File: src/rtl/core/hamming_stream_encoder_assert.svh
// Assertion macros for the Hamming stream encoder.
// Each macro expects clk and arst_n to be visible where it is used.
`ifndef HAMMING_STREAM_ENCODER_ASSERT_SVH
`define HAMMING_STREAM_ENCODER_ASSERT_SVH
`ifndef SYNTHESIS
`define HSE_ASSERT_IMP(lbl, a, c) \
	lbl: assert property (@(posedge clk) disable iff (!arst_n) (a) |-> (c)) \
		else $error("hamming_stream_encoder: same-cycle check failed");
`define HSE_ASSERT_NXT(lbl, a, c) \
	lbl: assert property (@(posedge clk) disable iff (!arst_n) (a) |=> (c)) \
		else $error("hamming_stream_encoder: next-cycle check failed");
`else
`define HSE_ASSERT_IMP(lbl, a, c)
`define HSE_ASSERT_NXT(lbl, a, c)
`endif
`endif

File: src/rtl/core/hse_pkg.sv
package hse_pkg;

	localparam int BYTE_W = 8;
	localparam int CFG_W = 3;
	localparam int LEFT_W = 4;

	localparam logic [CFG_W-1:0] CFG_RESET = 3'd3;
	localparam logic [CFG_W-1:0] MIN_PARITY = 3'd2;
	localparam logic [2:0] PACK_LAST = 3'(BYTE_W - 1);

	typedef logic [BYTE_W-1:0] byte_t;

	typedef struct packed {
		logic clear;
		logic load;
		logic load_bit;
		logic pop;
	} col_ctl_t;

	typedef struct packed {
		logic last_data;
		logic data_bit;
	} col_sts_t;

	typedef struct packed {
		logic clear;
		logic push;
		logic push_bit;
		logic mark_last;
	} pak_ctl_t;

	typedef struct packed {
		logic can_push;
		logic byte_end;
	} pak_sts_t;

endpackage

File: src/rtl/core/hse_collect.sv
module hse_collect #(
	parameter int MAX_PARITY_BITS = 6
) (
	input  logic                          clk,
	input  logic                          arst_n,
	input  hse_pkg::col_ctl_t             ctl,
	input  logic [hse_pkg::CFG_W-1:0]     r,
	output hse_pkg::col_sts_t             sts,
	output logic [MAX_PARITY_BITS-1:0]    syn
);
	import hse_pkg::*;

	localparam int PW = MAX_PARITY_BITS;
	localparam int KMAX = 2 ** PW - 1 - PW;
	localparam int DW = $clog2(KMAX + 1);
	localparam int IW = (KMAX > 1) ? $clog2(KMAX) : 1;

	logic [KMAX-1:0] dat_q;
	logic [DW-1:0]   dcnt_q;
	logic [PW-1:0]   pos_q;
	logic [PW-1:0]   syn_q;
	logic [PW-1:0]   pos_inc;
	logic [PW-1:0]   pos_nxt;
	logic [PW:0]     nval;
	logic [PW:0]     kval;
	logic [PW:0]     klast;
	logic [IW-1:0]   kidx;

	always_comb begin
		nval = ((PW + 1)'(1) << r) - (PW + 1)'(1);
		kval = nval - (PW + 1)'(r);
		klast = kval - (PW + 1)'(1);
		kidx = klast[IW-1:0];
		pos_inc = pos_q + PW'(1);
		pos_nxt = ((pos_inc & (pos_inc - PW'(1))) == '0) ? pos_inc + PW'(1) : pos_inc;
	end

	assign sts.last_data = (dcnt_q == klast[DW-1:0]);
	assign sts.data_bit = dat_q[kidx];
	assign syn = syn_q;

	always_ff @(posedge clk or negedge arst_n) begin
		if (!arst_n) begin
			dcnt_q <= '0;
			pos_q <= PW'(3);
			syn_q <= '0;
		end else if (ctl.clear) begin
			dcnt_q <= '0;
			pos_q <= PW'(3);
			syn_q <= '0;
		end else if (ctl.load) begin
			dcnt_q <= dcnt_q + DW'(1);
			pos_q <= pos_nxt;
			if (ctl.load_bit) begin
				syn_q <= syn_q ^ pos_q;
			end
		end
	end

	always_ff @(posedge clk) begin
		if (ctl.load) begin
			dat_q <= (dat_q << 1) | KMAX'(ctl.load_bit);
		end else if (ctl.pop) begin
			dat_q <= dat_q << 1;
		end
	end

endmodule

File: src/rtl/core/hse_pack.sv
module hse_pack (
	input  logic              clk,
	input  logic              arst_n,
	input  hse_pkg::pak_ctl_t ctl,
	input  logic              out_stall,
	output hse_pkg::pak_sts_t sts,
	output logic              out_valid,
	output hse_pkg::byte_t    code_byte,
	output logic              last_out
);
	import hse_pkg::*;

	logic [BYTE_W-2:0] pk_q;
	logic [2:0]        cnt_q;
	logic              valid_q;
	byte_t             byte_q;
	logic              last_q;
	logic              take;

	assign take = valid_q && !out_stall;
	assign sts.byte_end = (cnt_q == PACK_LAST);
	assign sts.can_push = !(sts.byte_end && valid_q && out_stall);
	assign out_valid = valid_q;
	assign code_byte = byte_q;
	assign last_out = last_q;

	always_ff @(posedge clk or negedge arst_n) begin
		if (!arst_n) begin
			cnt_q <= '0;
			valid_q <= 1'b0;
		end else if (ctl.clear) begin
			cnt_q <= '0;
			valid_q <= 1'b0;
		end else begin
			if (take) begin
				valid_q <= 1'b0;
			end
			if (ctl.push) begin
				if (sts.byte_end) begin
					valid_q <= 1'b1;
					cnt_q <= '0;
				end else begin
					cnt_q <= cnt_q + 3'd1;
				end
			end
		end
	end

	always_ff @(posedge clk) begin
		if (ctl.push) begin
			pk_q <= {pk_q[BYTE_W-3:0], ctl.push_bit};
			if (sts.byte_end) begin
				byte_q <= {pk_q, ctl.push_bit};
				last_q <= ctl.mark_last;
			end
		end
	end

endmodule

File: src/rtl/core/hamming_stream_encoder.sv
// Hamming stream encoder.
// The input channel (in_valid, in_stall, data_byte, last_in) takes one file word at a time.
// The output channel (out_valid, out_stall, code_byte, last_out) gives the encoded words.
// The configuration channel (cfg_valid, cfg_ready, control_bits) sets the parity count r,
// which is clamped to the range two to MAX_PARITY_BITS; a write clears any partial stream.
// The bits of each input word are shifted one per cycle into the codeword data register
// while the syndrome is built, pausing whenever a completed codeword is being sent.
// Each completed codeword of n = 2^r - 1 bits is then sent one bit per cycle into the byte
// packer while the packer can take a bit. The last word of a stream pads its final
// codeword with zero data bits and fills the packer with zero bits up to a byte boundary;
// its final output word carries last_out. A new input word is accepted only when idle,
// after the last word and all codewords that it completed have gone into the packer.
// Each output word is offered in the cycle after the edge that packs its eighth bit.
// One output word waits in the output register while encoding continues; when the receiver
// stalls, the packer halts on the bit that would complete the next word.
// After reset r is three, the output is empty and the block waits for a new stream.
`include "hamming_stream_encoder_assert.svh"

module hamming_stream_encoder #(
	parameter int MAX_PARITY_BITS = 6
) (
	input  logic                      clk,
	input  logic                      arst_n,
	input  logic                      cfg_valid,
	output logic                      cfg_ready,
	input  logic [hse_pkg::CFG_W-1:0] control_bits,
	input  logic                      in_valid,
	output logic                      in_stall,
	input  hse_pkg::byte_t            data_byte,
	input  logic                      last_in,
	output logic                      out_valid,
	input  logic                      out_stall,
	output hse_pkg::byte_t            code_byte,
	output logic                      last_out
);
	import hse_pkg::*;

	localparam int PW = MAX_PARITY_BITS;

	localparam logic [2:0] S_IDLE = 3'd0;
	localparam logic [2:0] S_FILL = 3'd1;
	localparam logic [2:0] S_PAD = 3'd2;
	localparam logic [2:0] S_EMIT = 3'd3;
	localparam logic [2:0] S_FLUSH = 3'd4;

	logic [2:0]        state_q;
	logic [CFG_W-1:0]  cfg_q;
	byte_t             in_sr_q;
	logic [LEFT_W-1:0] left_q;
	logic              last_q;
	logic              fin_q;
	logic [PW-1:0]     ep_q;

	logic [CFG_W-1:0]  rc;
	logic [PW:0]       nfull;
	logic [PW-1:0]     nval;
	logic [PW-1:0]     syn;
	logic              ep_pow2;
	logic              ep_end;
	logic              emit_bit;
	logic              cfg_wr;
	logic              step;
	col_ctl_t          cctl;
	col_sts_t          csts;
	pak_ctl_t          pctl;
	pak_sts_t          psts;

	assign cfg_ready = 1'b1;
	assign cfg_wr = cfg_valid;
	assign in_stall = (state_q != S_IDLE);

	always_comb begin
		if (cfg_q < MIN_PARITY) begin
			rc = MIN_PARITY;
		end else if (cfg_q > CFG_W'(PW)) begin
			rc = CFG_W'(PW);
		end else begin
			rc = cfg_q;
		end
		nfull = ((PW + 1)'(1) << rc) - (PW + 1)'(1);
		nval = nfull[PW-1:0];
		ep_pow2 = ((ep_q & (ep_q - PW'(1))) == '0);
		ep_end = (ep_q == nval);
		emit_bit = ep_pow2 ? |(syn & ep_q) : csts.data_bit;
		step = psts.can_push && !cfg_wr;
	end

	always_comb begin
		cctl.clear = cfg_wr || (state_q == S_EMIT && psts.can_push && ep_end);
		cctl.load = (state_q == S_FILL || state_q == S_PAD) && !cfg_wr;
		cctl.load_bit = (state_q == S_FILL) && in_sr_q[BYTE_W-1];
		cctl.pop = (state_q == S_EMIT) && step && !ep_pow2;
		pctl.clear = cfg_wr;
		pctl.push = (state_q == S_EMIT || state_q == S_FLUSH) && step;
		pctl.push_bit = (state_q == S_EMIT) && emit_bit;
		pctl.mark_last = (state_q == S_EMIT && ep_end && fin_q) || (state_q == S_FLUSH);
	end

	hse_collect #(
		.MAX_PARITY_BITS(PW)
	) u_collect (
		.clk   (clk),
		.arst_n(arst_n),
		.ctl   (cctl),
		.r     (rc),
		.sts   (csts),
		.syn   (syn)
	);

	hse_pack u_pack (
		.clk      (clk),
		.arst_n   (arst_n),
		.ctl      (pctl),
		.out_stall(out_stall),
		.sts      (psts),
		.out_valid(out_valid),
		.code_byte(code_byte),
		.last_out (last_out)
	);

	always_ff @(posedge clk or negedge arst_n) begin
		if (!arst_n) begin
			state_q <= S_IDLE;
			cfg_q <= CFG_RESET;
			in_sr_q <= '0;
			left_q <= '0;
			last_q <= 1'b0;
			fin_q <= 1'b0;
			ep_q <= PW'(1);
		end else if (cfg_wr) begin
			state_q <= S_IDLE;
			cfg_q <= control_bits;
			left_q <= '0;
			last_q <= 1'b0;
			fin_q <= 1'b0;
			ep_q <= PW'(1);
		end else begin
			unique case (state_q)
				S_IDLE: begin
					if (in_valid) begin
						in_sr_q <= data_byte;
						left_q <= LEFT_W'(BYTE_W);
						last_q <= last_in;
						state_q <= S_FILL;
					end
				end
				S_FILL: begin
					in_sr_q <= in_sr_q << 1;
					left_q <= left_q - LEFT_W'(1);
					if (csts.last_data) begin
						state_q <= S_EMIT;
						fin_q <= last_q && (left_q == LEFT_W'(1));
					end else if (left_q == LEFT_W'(1)) begin
						state_q <= last_q ? S_PAD : S_IDLE;
					end
				end
				S_PAD: begin
					if (csts.last_data) begin
						state_q <= S_EMIT;
						fin_q <= 1'b1;
					end
				end
				S_EMIT: begin
					if (psts.can_push) begin
						if (ep_end) begin
							ep_q <= PW'(1);
							if (fin_q) begin
								state_q <= psts.byte_end ? S_IDLE : S_FLUSH;
							end else begin
								state_q <= (left_q == '0) ? S_IDLE : S_FILL;
							end
						end else begin
							ep_q <= ep_q + PW'(1);
						end
					end
				end
				S_FLUSH: begin
					if (psts.can_push && psts.byte_end) begin
						state_q <= S_IDLE;
					end
				end
				default: begin
					state_q <= S_IDLE;
				end
			endcase
		end
	end

	`HSE_ASSERT_IMP(a_no_overwrite, pctl.push && psts.byte_end, !(out_valid && out_stall))
	`HSE_ASSERT_IMP(a_flush_final, state_q == S_FLUSH, fin_q)
	`HSE_ASSERT_NXT(a_cfg_idle, cfg_valid, state_q == S_IDLE)
	`HSE_ASSERT_IMP(a_ep_range, state_q == S_EMIT, ep_q != '0 && ep_q <= nval)

endmodule

File: config.mk
export PLATFORM = sky130hd
export DESIGN_NAME = hamming_stream_encoder
export DESIGN_NICKNAME = d
export VERILOG_FILES = /design/src/rtl/core/hse_pkg.sv /design/src/rtl/core/hse_collect.sv /design/src/rtl/core/hse_pack.sv /design/src/rtl/core/hamming_stream_encoder.sv
export VERILOG_INCLUDE_DIRS = /design/src /design/src/rtl/core
export SDC_FILE = /design/constraint.sdc
export NUM_CORES = 1
export LEC_CHECK = 0
export ABC_AREA = 1
export BUFFER_PORTS_ARGS = -buffer_cell sky130_fd_sc_hd__buf_2
export CAP_MARGIN = 20
export CELL_PAD_IN_SITES_DETAIL_PLACEMENT = 0
export CELL_PAD_IN_SITES_GLOBAL_PLACEMENT = 1
export CORE_MARGIN = 2
export CORE_UTILIZATION = 45
export DETAILED_ROUTE_END_ITERATION = 16
export GPL_ROUTABILITY_DRIVEN = 1
export HOLD_SLACK_MARGIN = 0.02
export PLACE_DENSITY_LB_ADDON = 0.1
export SYNTH_ARGS = -nofsm -noshare
export SYNTH_HDL_FRONTEND = slang
export SYNTH_SLANG_ARGS = --single-unit
File: constraint.sdc
create_clock -name clk -period 7.32 [get_ports clk]
set_input_delay 1.464 -clock clk [delete_from_list [all_inputs] [get_ports clk]]
set_output_delay 1.464 -clock clk [all_outputs]
set_load 0.01 [all_outputs]
==> results of run 1 <==
## flip-flops by register name, summed over array words and instances, names as in the netlist
register,count
u_pack.pk_q,7
u_pack.out_valid,1
u_pack.last_out,1
ep_q,6
fin_q,1
cfg_q,3
u_collect.pos_q,6
u_pack.code_byte,8
in_sr_q,8
u_collect.dcnt_q,6
last_q,1
u_pack.cnt_q,3
left_q,4
u_collect.dat_q,57
u_collect.syn,6
state_q,3
## per-layer routing
metal,part of all wire (%),global-route usage [%],wire length [um]
met5,0,0,0
met4,1.8,7.605,204
met3,4.6,5.087,537
met2,45,27.07,5176
met1,49,24.70,5638
## layout by cell type, fill, tap and decap left out, types with 3 or more instances in the layout
| cell type | n |
|---|---|
| ha_1 | 16 |
| nand2_1 | 124 |
| nand3_1 | 50 |
| or2_2 | 5 |
| nand2_2 | 10 |
| nand3_2 | 4 |
| clkbuf_16 | 19 |
| o21ai_0 | 32 |
| nand4_1 | 8 |
| nor4_1 | 5 |
| edfxtp_1 | 73 |
| buf_2 | 27 |
| o21ai_1 | 11 |
| inv_4 | 3 |
| clkinvlp_4 | 3 |
| or2_1 | 3 |
| o211ai_1 | 9 |
| clkinv_2 | 5 |
| nor2_1 | 40 |
| a21oi_1 | 13 |
| dfrtp_1 | 43 |
| inv_1 | 57 |
| inv_2 | 19 |
| o22ai_1 | 5 |
| xor2_1 | 13 |
| nor2_2 | 7 |
| nor3_1 | 5 |
| dfstp_2 | 5 |
## metrics by stage
stage / util, % / area (sq um) / setup WS (ns)
CTS: 52.85 / 6669 / 3.704
floorplan: - / 5831 / 0.6731
detailed placement: 48.49 / 6120 / 3.274
finish: 52.85 / 6669 / 3.705
global route: 52.85 / 6669 / 3.482
global placement: 48.49 / 6120 / 3.428
## final cells by class
type                    count  area [sq um]  share of cell area (%)
clock buffers              21         483.0                   7.242
inverters                  77         289.0                   4.334
clock inverters            11         66.31                  0.9944
repair buffers             29         150.1                   2.251
well taps                 172         215.2                   3.227
multi-input cells         381          2066                   30.98
flip-flops and latches    121          3400                   50.98
## power breakdown
part,switching (mW),total (mW),internal [mW]
Sequential,0.0875,0.997,0.909
Combinational,0.378,0.560,0.182
Clock,0.293,0.762,0.469
Total,0.759,2.32,1.56
## worst min-delay path by stage
| stage | from | to | slack [ns] |
|---|---|---|---|
| after global placement | u_collect.dat_q[47] | u_collect.dat_q[48] | 0.41 |
| after detailed placement | u_collect.dat_q[34] | u_collect.dat_q[35] | 0.41 |
| after floorplan | u_collect.dat_q[16] | u_collect.dat_q[17] | 0.40 |
| after global routing | u_collect.dat_q[34] | u_collect.dat_q[35] | 0.42 |
| final | u_collect.dat_q[34] | u_collect.dat_q[35] | 0.42 |
| after CTS | u_collect.dat_q[34] | u_collect.dat_q[35] | 0.42 |
## synthesized netlist by cell type (9+ instances only)
cell type	count
ha_1	16
inv_1	57
o211ai_1	9
o21ai_1	11
nand2_2	10
edfxtp_1	73
nand3_1	50
o21ai_0	32
nand2_1	124
inv_2	19
dfrtp_1	43
nor2_1	40
a21oi_1	13
xor2_1	13
## worst register-to-register path: cells and delay by family (launching register included)
family,cells,cell delay (ns)
AO/OA/AOI/OAI,2,0.34
flip-flops,1,0.61
adder cells (fa/ha/maj),1,0.77
AND/OR/NAND/NOR,7,0.59
buffers and inverters,3,0.66
## logic make-up after synthesis
logic type                 Yosys count  share of synthesized area (%)
DFF                                121                          58.34
AOI/OAI and AO/OA                   79                          7.816
xor gates and xnor gates            16                          2.534
buffers and inverters               92                          6.506
other                                1                        0.06436
and+or+nand+nor                    268                          21.30
adders and majority gates           16                          3.436
==> results_dict.tcl, run 1 <==
set metrics [dict create \
    hold_depth 0 \
    post-cts-setup-buffer-count 0 \
    slew_headroom_pct 46.57 \
    critPathKind "input port to flop" \
    power.density_nw_per_um2 347.6 \
    status "finished, final reports clean" \
    reg2reg_depth 13 \
    seq_area_frac_synth_pct 58.34 \
    drv_slew 0 \
    htree_levels 4 \
    finalPower_mw 2.318 \
    fp.dieW_um 117.8 \
    diodes 0 \
    critical_path.endpoint "u_pack.code_byte[1]" \
    io_buffers 27 \
    rows 41 \
    cts_hold_buf 0 \
    cp-start-kind "input port" \
    r2r_slack_ns 4.11 \
    slowest_delay_ns 0.64 \
    drt-initial-drc-count 342 \
    crit_start "cfg_valid" \
    critPathBufInv 3 \
    critical_path_arrival_ns 3.66 \
    grt_pass1_vias 3941 \
    antenna_found_initial 0 \
    die_area_sq_um 13870 \
    gp_congestion 0.8037 \
    drv_cap 0 \
    synth_largest_area_cell "edfxtp_1" \
    crit_cells 6 \
    rr_startpoint "cfg_q[2]" \
    yosysTopAreaCellShare_pct 37.62 \
    gr-total-overflow 0 \
    place_hpwl_um 7828 \
    slowest_stage "nor2_1" \
    async_flop_share_pct 39.67 \
    whs_ns 0.4163 \
    cts_buffer_depth 2 \
    worstMarginPinSlew_ns 0.7984 \
    avgSynthCellArea_sq_um 9.826 \
    netlist_top_cells_area "edfxtp_1, dfrtp_1, nand2_1" \
    synthesis.area_sq_um 5827 \
    crit_chain "buf_2 > inv_1 > o21ai_0 > a21oi_2 > inv_2 > nor2_1" \
    min_period_over_period_pct 49.39 \
    crit_fanout 16 \
    clk_pin_slew_ns 0.05 \
    vias 4073 \
    ant_nets 0 \
    final_net_count 660 \
    final_cells 812 \
    synth_edf_count 73 \
    grt_first_pass_wirelength_um 19700 \
    layout-drive-gt1-share_pct 18.91 \
    tns_ns 0 \
    cts_root_buffer "clkbuf_16" \
    cts.sinks 121 \
    grt.total_usage_pct 18.07 \
    hold_path_class "flop to flop" \
    cts_resized 0 \
    cts_buffers 17 \
    vias_per_cell 5.016 \
    ys_seq_elements 121 \
    dpl.cell_count 780 \
    synth_warnings 0 \
    synth_cells 593 \
    synthFlopType "edfxtp_1" \
    core_area_sq_um 12620 \
    period_needed_ns 3.615 \
    r2r_end "u_pack.pk_q[0]" \
    ioPinCount 29 \
    nFillCells 1150 \
    clock.fmax_ghz 0.2766 \
    avgRoutedWirePerCell_um 14.23 \
    setup_viol 0 \
    endpoint_kind "flop" \
    leakage_nw 2.846 \
    tritoncts "built" \
    area_growth_pct 14.45 \
    die_h_um 117.8 \
    first_pass_iters 5 \
    required_ns 7.36 \
    rsz0062_at_grt "no" \
    drc 0 \
    drt_wl_total_um 11560 \
    vdd_drop_max_v 0.0002136 \
    grt_max_degree 58 \
    insertion_delay_ns 0.42 \
    start_util_pct 46.17 \
    skew_ns 0.006906 \
    finalHoldViolations 0 \
    synth_cell_types 45 \
    cp_top_family "compound AO/OA/AOI/OAI gates" \
]
Power figures use the tool's default switching activity.
==> inputs of run 2 (changes only) <==
clock period = 3.4 ns   (was 7.32 ns; I/O delays follow)
==> results_dict.tcl, run 2 (synthesis gave the netlist of run 1 again) <==
set metrics [dict create \
    status "finished, final reports clean" \
    ioPinCount 29 \
    worstMarginPinSlew_ns 0.8158 \
    leakage_nw 2.867 \
    grt_max_degree 58 \
    drv_cap 0 \
    crit_chain "inv_2 > nand2_1 > nand3_1 > ha_1 > buf_4 > inv_1 > o21ai_0 > nand2_1 > nand3_1 > nand3_1 > nand3_1 > nand2_1 > nand2_1 > a21oi_1" \
    antenna_found_initial 0 \
    post-cts-setup-buffer-count 0 \
    critPathKind "flop to flop" \
    regMostFlops "u_collect.dat_q" \
    vias 4028 \
    slowest_delay_ns 0.58 \
    place_hpwl_um 8000 \
    avgRoutedWirePerCell_um 14.27 \
    vias_per_cell 4.942 \
    rsz0062_at_grt "no" \
    rr_startpoint "cfg_q[2]" \
    hold_path_class "input port to async pin" \
    rows 41 \
    cts_root_buffer "clkbuf_16" \
    period_needed_ns 2.670 \
    grt_first_pass_wirelength_um 19570 \
    drc 0 \
    skew_ns 0.008780 \
    fp.dieW_um 117.8 \
    setup_viol 0 \
    largest_reg_flops 57 \
    cp_top_family "buffers and inverters" \
    final_util_pct 53.42 \
    cts_hold_buf 0 \
    reg2reg_depth 14 \
    ant_nets 0 \
    layout-drive-gt1-share_pct 18.82 \
    final_cell_mix "nand2_1, edfxtp_1, inv_1, nand3_1, dfrtp_1" \
    final_common_cell "nand2_1" \
    slew_headroom_pct 45.61 \
    drt_wl_total_um 11630 \
    insertion_delay_ns 0.42 \
    cp-start-kind "flop" \
    gp_congestion 0.8455 \
    io_buffers 27 \
    clk_pin_slew_ns 0.05 \
    finalHoldViolations 0 \
    grt.total_usage_pct 18.02 \
    crit_start "cfg_q[2]" \
    tritoncts "built" \
    start_util_pct 46.17 \
    vdd_drop_max_v 0.0003750 \
    critical_path.endpoint "u_pack.code_byte[0]" \
    cts.sinks 121 \
    drt-initial-drc-count 229 \
    diodes 0 \
    die_h_um 117.8 \
    gr-total-overflow 0 \
    r2r_slack_ns 0.73 \
    cts_buffer_depth 2 \
    nFillCells 1167 \
    min_period_over_period_pct 78.53 \
    area_growth_pct 15.70 \
    crit_fanout 25 \
    cts_buffers 17 \
    finalPower_mw 5.142 \
    critical_path_arrival_ns 2.83 \
    required_ns 3.56 \
    crit_cells 14 \
    final_net_count 663 \
    slowest_stage "dfrtp_1" \
    cts_resized 0 \
    first_pass_iters 5 \
    core_area_sq_um 12620 \
    r2r_end "u_pack.code_byte[0]" \
    drv_slew 0 \
    clock.fmax_ghz 0.3745 \
    grt_pass1_vias 3910 \
    die_area_sq_um 13870 \
    tns_ns 0 \
    critPathBufInv 3 \
    power.density_nw_per_um2 762.7 \
    htree_levels 4 \
    endpoint_kind "flop" \
    fin_ws_ns 0.7301 \
    dp_slack_ns 0.7262 \
]
run 2: final cells by class:
type                    count  area, sq um  area share, %
clock inverters            13        153.9          2.283
clock buffers              19        432.9          6.422
repair buffers             32        185.2          2.747
multi-input cells         381         2066          30.64
well taps                 172        215.2          3.192
inverters                  77        289.0          4.287
flip-flops and latches    121         3400          50.43
run 2: routing by layer:
metal  share of wire, %  vias to the layer above  global-route usage, %
met3                3.6                       16                  5.620
li1                   -                     2061                      -
met5                  0                        -                      0
met4                1.7                        0                  6.702
met2                 43                       70                  25.69
met1                 52                     1881                  25.84
run 2: worst min path at each step:
| stage | start | end |
|---|---|---|
| after global placement | u_collect.dat_q[45] | u_collect.dat_q[46] |
| after detailed placement | u_collect.dat_q[37] | u_collect.dat_q[38] |
| after floorplan | arst_n | cfg_q[2] |
| after CTS | arst_n | last_q |
| final | arst_n | u_pack.cnt_q[2] |
| after global routing | arst_n | last_q |
run 2: report_power, final:
group / switching [mW] / internal (mW)
clock: 0.633 / 1.14
sequential: 0.192 / 1.96
combinational: 0.817 / 0.403
total: 1.64 / 3.50
run 2: through the flow:
step	area [sq um]	hold slack, ns	cells
6_report	6741	0.3565	815
5_1_grt	6741	0.4168	815
4_1_cts	6741	0.3740	815
3_5_place_dp	6155	0.4072	783
3_3_place_gp	6155	0.4017	783
2_1_floorplan	5844	0.3844	594
